$ cat src/hw/rtl/at_rlc_pkg.sv
// Shared definitions for the AT response line classifier.
// Holds the result word type, code constants and the fixed response patterns.
// No dependencies.
package at_rlc_pkg;

  localparam int LINE_BYTES_DEF   = 256;
  localparam int URC_SLOTS_DEF    = 4;
  localparam int PREFIX_BYTES_DEF = 8;

  localparam int NFIX         = 6;
  localparam int FIX_MAX      = 16;
  localparam int PREFIX_REGS  = 4;
  localparam int QUEUE_DEPTH  = 4;

  localparam logic [7:0] CH_CR = 8'h0D;
  localparam logic [7:0] CH_LF = 8'h0A;

  localparam logic [1:0] KIND_RAW   = 2'd0;
  localparam logic [1:0] KIND_LINE  = 2'd1;
  localparam logic [1:0] KIND_CLASS = 2'd2;

  localparam logic [2:0] CLS_OK         = 3'd0;
  localparam logic [2:0] CLS_ERROR      = 3'd1;
  localparam logic [2:0] CLS_CONNECT    = 3'd2;
  localparam logic [2:0] CLS_NO_CARRIER = 3'd3;
  localparam logic [2:0] CLS_URC        = 3'd4;
  localparam logic [2:0] CLS_RESPONSE   = 3'd5;

  localparam logic [2:0] REG_DATA_MODE  = 3'd0;
  localparam logic [2:0] REG_SLOTS_USED = 3'd1;
  localparam logic [2:0] REG_PREFIX_0   = 3'd2;

  localparam logic [3:0] FIX_LEN [NFIX] = '{4'd2, 4'd5, 4'd11, 4'd11, 4'd7, 4'd10};
  localparam logic       FIX_EXACT [NFIX] = '{1'b1, 1'b1, 1'b0, 1'b0, 1'b0, 1'b1};
  localparam logic [2:0] FIX_CLASS [NFIX] =
    '{CLS_OK, CLS_ERROR, CLS_ERROR, CLS_ERROR, CLS_CONNECT, CLS_NO_CARRIER};

  localparam logic [7:0] FIX_CHARS [NFIX][FIX_MAX] = '{
    '{0: "O", 1: "K", default: 8'h00},
    '{0: "E", 1: "R", 2: "R", 3: "O", 4: "R", default: 8'h00},
    '{0: "+", 1: "C", 2: "M", 3: "E", 4: " ", 5: "E", 6: "R", 7: "R", 8: "O",
      9: "R", 10: ":", default: 8'h00},
    '{0: "+", 1: "C", 2: "M", 3: "S", 4: " ", 5: "E", 6: "R", 7: "R", 8: "O",
      9: "R", 10: ":", default: 8'h00},
    '{0: "C", 1: "O", 2: "N", 3: "N", 4: "E", 5: "C", 6: "T", default: 8'h00},
    '{0: "N", 1: "O", 2: " ", 3: "C", 4: "A", 5: "R", 6: "R", 7: "I", 8: "E",
      9: "R", default: 8'h00}
  };

  typedef struct packed {
    logic [1:0] kind;
    logic [7:0] data;
    logic [2:0] cls;
    logic [1:0] slot;
    logic [7:0] length;
    logic       last;
  } rlc_word_t;

endpackage

$ cat src/hw/rtl/at_rlc_queue.sv
// Result queue of the AT response line classifier: takes up to two words per
// cycle and hands out one. Depends on at_rlc_pkg for the word type and depth.
module at_rlc_queue (
  input  logic                                        clk,
  input  logic                                        rst_n,
  input  logic [1:0]                                  push_cnt,
  input  at_rlc_pkg::rlc_word_t                       push_a,
  input  at_rlc_pkg::rlc_word_t                       push_b,
  input  logic                                        pop,
  output at_rlc_pkg::rlc_word_t                       head,
  output logic [$clog2(at_rlc_pkg::QUEUE_DEPTH+1)-1:0] count
);

  localparam int PTR_W = $clog2(at_rlc_pkg::QUEUE_DEPTH);
  localparam int CNT_W = $clog2(at_rlc_pkg::QUEUE_DEPTH + 1);

  at_rlc_pkg::rlc_word_t mem [at_rlc_pkg::QUEUE_DEPTH];
  logic [PTR_W-1:0] wp_r, wp_nxt, rp_r, rp_nxt;
  logic [CNT_W-1:0] cnt_r, cnt_nxt;
  logic [PTR_W-1:0] wp_inc;

  assign wp_inc = wp_r + PTR_W'(1);

  always_comb begin
    wp_nxt  = wp_r + PTR_W'(push_cnt);
    rp_nxt  = pop ? rp_r + PTR_W'(1) : rp_r;
    cnt_nxt = cnt_r + CNT_W'(push_cnt) - CNT_W'(pop);
  end

  always_ff @(posedge clk) begin
    if (!rst_n) begin
      wp_r  <= '0;
      rp_r  <= '0;
      cnt_r <= '0;
    end else begin
      wp_r  <= wp_nxt;
      rp_r  <= rp_nxt;
      cnt_r <= cnt_nxt;
    end
  end

  always_ff @(posedge clk) begin
    if (push_cnt != 2'd0) begin
      mem[wp_r] <= push_a;
    end
    if (push_cnt == 2'd2) begin
      mem[wp_inc] <= push_b;
    end
  end

  assign head  = mem[rp_r];
  assign count = cnt_r;

endmodule

$ cat src/hw/rtl/at_response_line_classifier.sv
// Top level of the AT response line classifier: line gathering, incremental
// pattern matching and classing. Depends on at_rlc_pkg and at_rlc_queue.
//
// Received modem bytes arrive one word at a time on the in_ channel
// (in_valid / in_stall). Results leave on the out_ channel (out_valid /
// out_stall) as raw data bytes, line bytes or end-of-line class words.
// Registers are written through cfg_we / cfg_index / cfg_wdata; write them
// only while idle; the block does not enforce this. Each accepted byte
// is processed in the cycle it is taken and its results are written to a
// four-word result queue, so the first result is visible in the cycle after
// acceptance. It takes one byte per cycle while in_stall is low; an LF
// that also releases the held last byte produces two words. The input stalls
// when fewer than two queue entries are free, so a stalled receiver backs up
// into in_stall, and no word is lost or reordered. Reset clears the line
// state, the queue and all registers; the prefix slots reset to empty.
module at_response_line_classifier #(
  parameter int LINE_BYTES   = at_rlc_pkg::LINE_BYTES_DEF,
  parameter int URC_SLOTS    = at_rlc_pkg::URC_SLOTS_DEF,
  parameter int PREFIX_BYTES = at_rlc_pkg::PREFIX_BYTES_DEF
) (
  input  logic        clk,
  input  logic        rst_n,
  input  logic        in_valid,
  output logic        in_stall,
  input  logic [7:0]  in_rx_byte,
  output logic        out_valid,
  input  logic        out_stall,
  output logic [1:0]  out_item_kind,
  output logic [7:0]  out_byte,
  output logic [2:0]  out_line_class,
  output logic [1:0]  out_urc_slot,
  output logic [7:0]  out_line_length,
  output logic        out_last,
  input  logic        cfg_we,
  input  logic [2:0]  cfg_index,
  input  logic [63:0] cfg_wdata
);

  localparam int CNT_W = $clog2(LINE_BYTES);
  localparam int QCNT_W = $clog2(at_rlc_pkg::QUEUE_DEPTH + 1);

  logic                 data_mode_r;
  logic [2:0]           slots_used_r;
  logic [63:0]          prefix_r [URC_SLOTS];

  logic [7:0]           held_r, held_nxt;
  logic                 held_valid_r, held_valid_nxt;
  logic [CNT_W-1:0]     line_cnt_r, line_cnt_nxt;
  logic [at_rlc_pkg::NFIX-1:0] fix_flags_r, fix_flags_nxt, fix_m;
  logic [URC_SLOTS-1:0] urc_flags_r, urc_flags_nxt, urc_m;

  logic [3:0]           plen [URC_SLOTS];
  logic [CNT_W-1:0]     pos;
  logic                 accept;
  logic                 emit_held;
  logic [1:0]           push_cnt;
  at_rlc_pkg::rlc_word_t push_a, push_b, line_word, class_word, head;
  logic [QCNT_W-1:0]    q_cnt;

  logic [at_rlc_pkg::NFIX-1:0] cls_fix;
  logic [URC_SLOTS-1:0]        cls_urc;
  logic [CNT_W-1:0]            len;
  logic                        found;
  logic [2:0]                  cls;
  logic [1:0]                  slot;

  assign accept   = in_valid && !in_stall;
  assign in_stall = q_cnt > QCNT_W'(at_rlc_pkg::QUEUE_DEPTH - 2);
  assign pos      = line_cnt_r - CNT_W'(1);
  assign emit_held = held_valid_r && (line_cnt_r != '0);

  always_ff @(posedge clk) begin
    if (!rst_n) begin
      data_mode_r  <= 1'b0;
      slots_used_r <= '0;
    end else if (cfg_we) begin
      if (cfg_index == at_rlc_pkg::REG_DATA_MODE) begin
        data_mode_r <= cfg_wdata[0];
      end
      if (cfg_index == at_rlc_pkg::REG_SLOTS_USED) begin
        slots_used_r <= cfg_wdata[2:0];
      end
    end
  end

  for (genvar s = 0; s < URC_SLOTS; s++) begin : g_prefix
    if (s < at_rlc_pkg::PREFIX_REGS) begin : g_reg
      always_ff @(posedge clk) begin
        if (!rst_n) begin
          prefix_r[s] <= '0;
        end else if (cfg_we && cfg_index == at_rlc_pkg::REG_PREFIX_0 + 3'(s)) begin
          prefix_r[s] <= cfg_wdata;
        end
      end
    end else begin : g_const
      assign prefix_r[s] = '0;
    end
  end

  always_comb begin
    for (int s = 0; s < URC_SLOTS; s++) begin
      plen[s] = 4'(PREFIX_BYTES);
      for (int k = PREFIX_BYTES - 1; k >= 0; k--) begin
        if (prefix_r[s][8*k +: 8] == 8'h00) begin
          plen[s] = 4'(k);
        end
      end
    end
  end

  always_comb begin
    fix_m = fix_flags_r;
    for (int i = 0; i < at_rlc_pkg::NFIX; i++) begin
      if (pos < CNT_W'(at_rlc_pkg::FIX_LEN[i]) &&
          at_rlc_pkg::FIX_CHARS[i][pos[3:0]] != held_r) begin
        fix_m[i] = 1'b0;
      end
    end
    urc_m = urc_flags_r;
    for (int s = 0; s < URC_SLOTS; s++) begin
      if (pos < CNT_W'(plen[s]) && prefix_r[s][{pos[2:0], 3'b000} +: 8] != held_r) begin
        urc_m[s] = 1'b0;
      end
    end
  end

  // At LF the held byte is matched first unless it is the stripped CR.
  always_comb begin
    if (emit_held && held_r != at_rlc_pkg::CH_CR) begin
      cls_fix = fix_m;
      cls_urc = urc_m;
      len     = line_cnt_r;
    end else begin
      cls_fix = fix_flags_r;
      cls_urc = urc_flags_r;
      len     = emit_held ? line_cnt_r - CNT_W'(1) : line_cnt_r;
    end
    found = 1'b0;
    cls   = at_rlc_pkg::CLS_RESPONSE;
    slot  = 2'd0;
    for (int i = 0; i < at_rlc_pkg::NFIX; i++) begin
      if (!found && cls_fix[i] &&
          (at_rlc_pkg::FIX_EXACT[i] ? (len == CNT_W'(at_rlc_pkg::FIX_LEN[i]))
                                    : (len >= CNT_W'(at_rlc_pkg::FIX_LEN[i])))) begin
        found = 1'b1;
        cls   = at_rlc_pkg::FIX_CLASS[i];
      end
    end
    for (int s = 0; s < URC_SLOTS; s++) begin
      if (!found && s < int'(slots_used_r) && cls_urc[s] && len >= CNT_W'(plen[s])) begin
        found = 1'b1;
        cls   = at_rlc_pkg::CLS_URC;
        slot  = 2'(s);
      end
    end
  end

  always_comb begin
    line_word      = '0;
    line_word.kind = at_rlc_pkg::KIND_LINE;
    line_word.data = held_r;
    line_word.last = 1'b1;

    class_word        = '0;
    class_word.kind   = at_rlc_pkg::KIND_CLASS;
    class_word.cls    = cls;
    class_word.slot   = slot;
    class_word.length = 8'(len);
    class_word.last   = 1'b1;

    held_nxt       = held_r;
    held_valid_nxt = held_valid_r;
    line_cnt_nxt   = line_cnt_r;
    fix_flags_nxt  = fix_flags_r;
    urc_flags_nxt  = urc_flags_r;
    push_cnt       = 2'd0;
    push_a         = line_word;
    push_b         = class_word;

    if (accept) begin
      if (data_mode_r) begin
        push_a      = '0;
        push_a.kind = at_rlc_pkg::KIND_RAW;
        push_a.data = in_rx_byte;
        push_a.last = 1'b1;
        push_cnt    = 2'd1;
      end else if (in_rx_byte == at_rlc_pkg::CH_LF) begin
        if (emit_held && held_r != at_rlc_pkg::CH_CR) begin
          push_a.last = (len == '0);
          push_cnt    = (len != '0) ? 2'd2 : 2'd1;
        end else if (len != '0) begin
          push_a   = class_word;
          push_cnt = 2'd1;
        end
        held_nxt       = 8'h00;
        held_valid_nxt = 1'b0;
        line_cnt_nxt   = '0;
        fix_flags_nxt  = '1;
        urc_flags_nxt  = '1;
      end else if (in_rx_byte != at_rlc_pkg::CH_CR || line_cnt_r != '0) begin
        if (line_cnt_r < CNT_W'(LINE_BYTES - 1)) begin
          if (emit_held) begin
            fix_flags_nxt = fix_m;
            urc_flags_nxt = urc_m;
            push_cnt      = 2'd1;
          end
          held_nxt       = in_rx_byte;
          held_valid_nxt = 1'b1;
          line_cnt_nxt   = line_cnt_r + CNT_W'(1);
        end
      end
    end
  end

  always_ff @(posedge clk) begin
    if (!rst_n) begin
      held_r       <= 8'h00;
      held_valid_r <= 1'b0;
      line_cnt_r   <= '0;
      fix_flags_r  <= '1;
      urc_flags_r  <= '1;
    end else begin
      held_r       <= held_nxt;
      held_valid_r <= held_valid_nxt;
      line_cnt_r   <= line_cnt_nxt;
      fix_flags_r  <= fix_flags_nxt;
      urc_flags_r  <= urc_flags_nxt;
    end
  end

  at_rlc_queue u_queue (
    .clk      (clk),
    .rst_n    (rst_n),
    .push_cnt (push_cnt),
    .push_a   (push_a),
    .push_b   (push_b),
    .pop      (out_valid && !out_stall),
    .head     (head),
    .count    (q_cnt)
  );

  assign out_valid       = q_cnt != '0;
  assign out_item_kind   = head.kind;
  assign out_byte        = head.data;
  assign out_line_class  = head.cls;
  assign out_urc_slot    = head.slot;
  assign out_line_length = head.length;
  assign out_last        = head.last;

  a_held_has_count: assert property (@(posedge clk) disable iff (!rst_n)
    held_valid_r |-> line_cnt_r != '0)
    else $error("Held byte without a counted line byte.");

  a_class_is_last: assert property (@(posedge clk) disable iff (!rst_n)
    out_valid && out_item_kind == at_rlc_pkg::KIND_CLASS |-> out_last)
    else $error("Class word is not the final word of its byte.");

  a_queue_bound: assert property (@(posedge clk) disable iff (!rst_n)
    q_cnt <= QCNT_W'(at_rlc_pkg::QUEUE_DEPTH))
    else $error("Result queue overflow.");

  a_push_visible: assert property (@(posedge clk) disable iff (!rst_n)
    push_cnt != 2'd0 |=> out_valid)
    else $error("Queued result word is not visible on the next cycle.");

endmodule
$ cat config.mk
export PLATFORM = sky130hd
export DESIGN_NAME = at_response_line_classifier
export DESIGN_NICKNAME = d
export VERILOG_FILES = /design/src/hw/rtl/at_rlc_pkg.sv /design/src/hw/rtl/at_rlc_queue.sv /design/src/hw/rtl/at_response_line_classifier.sv
export SDC_FILE = /design/constraint.sdc
export NUM_CORES = 1
export LEC_CHECK = 0
export BUFFER_PORTS_ARGS = -buffer_cell sky130_fd_sc_hd__buf_2
export CORE_UTILIZATION = 55
export CTS_BUF_LIST = sky130_fd_sc_hd__clkbuf_4
export DETAILED_ROUTE_END_ITERATION = 8
export PLACE_DENSITY = 0.77
export SLEW_MARGIN = 5
export SYNTH_ARGS = -nofsm -noshare
export SYNTH_HDL_FRONTEND = slang
export SYNTH_SLANG_ARGS = --single-unit
$ cat constraint.sdc
create_clock -name clk -period 16.3 [get_ports clk]
set_input_delay 2.445 -clock clk [delete_from_list [all_inputs] [get_ports clk]]
set_output_delay 2.445 -clock clk [all_outputs]
set_load 0.005 [all_outputs]
; ---- Word-level counts from Yosys, hierarchy flattened
; Memory sizes are Yosys's and may differ from the RTL's. A register that Yosys moved wholly into a read port is not among the register bits.
; Cells that the tools add are included.
[word_totals]
wordCells = 312
out_inout_bits = 26
mem_count = 8
romBits = 768
reg_bits = 38
inputBits = 80
ramBits = 352
[mem_list]
columns = memory, words, word_bits, rd, rd_ports_with_merged_regs, write_ports, line_no
row1 = prefix_r, 4, 64, 4, 0, 4, at_response_line_classifier.sv:44  ; logic [63:0] prefix_r [URC_SLOTS];
row2 = (name not given), 16, 8, 1, 0, 0, at_response_line_classifier.sv:115  ; at_rlc_pkg::FIX_CHARS[i][pos[3:0]] != held_r) begin
row3 = (name not given), 16, 8, 1, 0, 0, at_response_line_classifier.sv:115
row4 = (name not given), 16, 8, 1, 0, 0, at_response_line_classifier.sv:115
row5 = (name not given), 16, 8, 1, 0, 0, at_response_line_classifier.sv:115
row6 = (name not given), 16, 8, 1, 0, 0, at_response_line_classifier.sv:115
row7 = +2 memories, n/a, n/a, n/a, n/a, n/a, n/a
[classes]
n_addsub = 7
n_reduce_logical = 98
n_lt_le_gt_ge = 22
n_eq_ne = 22
bitwise = 6
shifts = 4
mux = 135
[ops]
columns = cell, n
row1 = $logic_not A8 Y1, 33
row2 = $mux W64, 4
row3 = $shiftx A64 B7 Y8, 4
row4 = $mux W8, 20
row5 = $mux W4, 37
row6 = $mux W24, 4
row7 = $ne A8 B8 Y1, 10
row8 = $mux W1, 45
row9 = $logic_and A1 B1 Y1, 41
row10 = $ge A8 B4 Y1, 4
row11 = $lt A8 B4 Y1, 4
row12 = $mux W3, 10
row13 = $mux W6, 5
row14 = $mux W23, 1
row15 = $mux W2, 9
row16 = $eq A8 B4 Y1 const B, 2
row17 = $lt A8 B3 Y1 const B, 2
row18 = $lt A8 B4 Y1 const B, 2
row19 = $ne A8 B4 Y1 const B, 2
row20 = $reduce_bool A8 Y1, 2
row21 = $logic_not A1 Y1, 11
row22 = $add A8 B1 Y8 const B, 1
row23 = $eq A8 B2 Y1 const B, 1
row24 = $eq A8 B3 Y1 const B, 1
row25 = other kinds (27), 39

; ---- Longest topological paths before layout
[logic_depth]
depth_word = 56
depth_mapped = 22
mapped_depth_nobuf = 17

; ---- Cells and area by module
; Synthesis repeated with hierarchy kept, for this count alone.
[unflattened]
hier_cells = 1775
hier_area_um2 = 22063.7
[modules_own_cells]
columns = mod, cells_per_inst, n_inst, area_per_inst_um2, seq_area_each_um2
row1 = at_response_line_classifier, 1495, 1, 16921.2, 8308.0
row2 = at_rlc_queue, 280, 1, 5142.4, 3062.9

; ---- Worst setup path before layout
; No wires, ideal clock.
[synth_path]
path_type = in2reg
start = in cfg_index[2]
end = mem prefix_r[0][0], enable pin
path_stages = 2
n_path_buf = 0
t_required_ns = 15.726
slack_ns = 8.565
arrival_time_ns = 7.161
cell_sequence = nand3b_1 o21ai_0
[synth_rtl]
columns = item, line_no
row1 = "start, declared", at_response_line_classifier.sv:35  ; input logic [2:0] cfg_index,
row2 = "end, declared", at_response_line_classifier.sv:44

==> metrics.cfg <==
[outcome]
status = complete, no violations

[detailed_routing]
drt_iter0_markers = 1549
vias = 15570
viasPerCell = 6.232
wl_um = 59010
first_pass_iters = 6
drc = 0
final_antenna_net_count = 0
wl_per_cell_um = 23.61

[timing]
fmax_mhz = 160.9
final.setup.tns_ns = 0
finalHoldViolCount = 0
slew_headroom_pct = 17.91
min_period_over_period_pct = 38.13
slew_violations = 0
layout_setup_ws_ns = 10.08
setup_viol = 0
finClkSkew_ns = 0.06344
worst_slew_pin_slew_ns = 1.231
post-route-min-period_ns = 6.216
rsz0062_at_grt = false

[die]
io_pins = 106
die_y_um = 196.5
core_um2 = 36960
die-area_um2 = 38630
rows = 70
die_w_um = 196.5
initial_core_util_pct = 56.31

[critical_path]
cp-start-kind = register
critical_path_required_ns = 16.87
path_class = register to register
worstPathMaxFanout = 27
critPathArrivalTime_ns = 6.79
endpoint_kind = register

[cts]
clkSlewWorstSetupHoldPaths_ns = 0.06
holdBufCountCts = 0
cts_buffer_depth = 3
cts_tree = yes
clock_sinks = 392
cts_root_buf = clkbuf_4
cts_max_level = 3
clk_latency_ns = 0.79
cts_setup_buffers = 0
cts_resized = 0
cts_inserted_buffers = 98

[logic_synthesis]
synth-seq-cells = 392
async_flop_share_pct = 0
yosysSeqAreaShare_pct = 52.52
ys_types = 78
syn_avg_cell_area_um2 = 11.50
synthCells = 1810
synth_area_um2 = 20810
syn-num-nets = 1936
synth_ff_type = edfxtp_1
synth_warnings = 0
synth_edf_count = 308

[final_layout]
seq_area_um2 = 10930
nets = 2052
mostFrequentLayoutCells = 308 x edfxtp_1, 268 x and2_1, 147 x clkbuf_4
area_growth_pct = 10.46
drive_above_1_share_pct = 19.81
multi_input_area_um2 = 9429
fillers = 2944
final_common_cell = edfxtp_1

[power_and_ir_drop]
p_leak_nw = 8.401
total_power_w = 0.002763
ir_drop_uv = 66.47
powerDensity_nw_per_um2 = 120.2

[global_routing]
gr-max-usage-layer = met2
met1_usage_pct = 40.99
grt_start_max_net_pins = 67
grt_use_met2_pct = 49.93
antenna_found_initial = 1
grt-ovfl-total = 0
track_usage_pct = 31.13
grt_use_met3_pct = 4.894
grt_pass1_vias = 15060
grt_pass1_wl_um = 89780

[placed_design]
io_buffer_count = 105
post-place-ws_ns = 10.04
gp_congestion = 0.9745
place.detailed.hpwl_um = 42860

[run]
drv_cap = 0

[worst_hold_path]
hold_path.class = register to register

per-stage QoR:
stage / hold slack [ns] / std cells / area [µm²] / util, %
finish: 0.4530 / 2499 / 22990 / 62.20
global route: 0.4709 / 2499 / 22990 / 62.20
CTS: 0.4479 / 2498 / 22990 / 62.20
detailed placement: 0.4349 / 2330 / 21790 / 58.96
global placement: 0.4289 / 2330 / 21790 / 58.96
floorplan: 0.4164 / 1810 / 20810 / -
sequential cells by signal, indices dropped and copies added (netlist names), named ones only:
name / cells
data_mode_r: 1
fix_flags_r: 6
held_r: 8
held_valid_r: 1
line_cnt_r: 8
prefix_r: 256
slots_used_r: 3
u_queue.count: 3
u_queue.mem: 96
u_queue.rp_r: 2
u_queue.wp_r: 2
urc_flags_r: 4
cell usage after synthesis (all sizes together) (21+ instances only):
cell	n	share of area, %
mux2	32	1.7
ha	45	2.7
o21ai	83	2.0
nand3	44	1.1
buf	21	0.43
nor2b	26	0.78
dfxtp	84	8.1
or4	27	0.99
clkbuf	89	1.6
mux2i	58	2.8
nand2	119	2.1
a21oi	43	1.0
inv	30	0.54
mux4	56	6.1
xnor2	48	2.0
edfxtp	308	44
nor2	100	1.8
and2	268	8.1
nor4	52	1.6
final cells by class:
cell class                      count  share of cell area [%]
Inverter                           32                  0.5224
Clock inverter                     21                  0.3973
Multi-Input combinational cell   1276                   41.01
Clock buffer                      147                   4.800
Antenna cell                        1                 0.01088
Tap cell                          504                   2.743
Sequential cell                   392                   47.54
Timing Repair Buffer              126                   2.971
power breakdown:
group	internal (W)	switching, W	leakage (nW)
logic	0.000329	0.000442	4.03
clock network	0.000409	0.000385	0.721
registers	0.00115	0.0000509	3.65
total	0.00188	0.000878	8.40
worst max-delay path, cell delays in order (launching register included):
cell and delay, ns:
dfxtp_1 0.32, inv_2 0.46, ha_1 0.36, nor3b_1 0.76
a2111oi_2 0.16, buf_4 0.24, xnor2_1 0.72, and3_1 0.26
nand3_1 0.19, ha_1 0.36, nor2_1 0.04, o311ai_1 0.48
and2_1 0.32, a21oi_1 0.09, or2_1 0.39, inv_2 0.34
nand2_1 0.18, nor4b_1 0.29
per-layer routing:
layer / vias up / share of wire [%]
li1: 7044 / -
met1: 7635 / 40
met2: 768 / 47
met3: 127 / 7.4
met4: 0 / 5.0
met5: - / 0
path summary, 6_finish.rpt:
| check | from | to | slack [ns] | depth (start not counted) |
|---|---|---|---|---|
| setup / recovery | line_cnt_r[0] | u_queue.mem[1][9] | 10.08 | 17 |
| hold / removal | fix_flags_r[0] | fix_flags_r[0] | 0.45 | 2 |
| setup reg to reg | line_cnt_r[0] | u_queue.mem[1][9] | 10.08 | 17 |
| hold reg to reg | fix_flags_r[0] | fix_flags_r[0] | 0.45 | 2 |
cell families (layout without fill, tap and decap cells):
group	Yosys count	count (layout)	synth area share, %
AOI/OAI and AO/OA	292	292	9.420
xor gates and xnor gates	63	63	2.651
adders and majority gates	46	46	2.801
buffers and inverters	142	326	2.615
DFF	392	392	52.52
muxes	146	146	10.58
other	0	1	0
and+or+nand+nor	729	729	19.42
No activity file was read; power rests on OpenSTA's default activity.
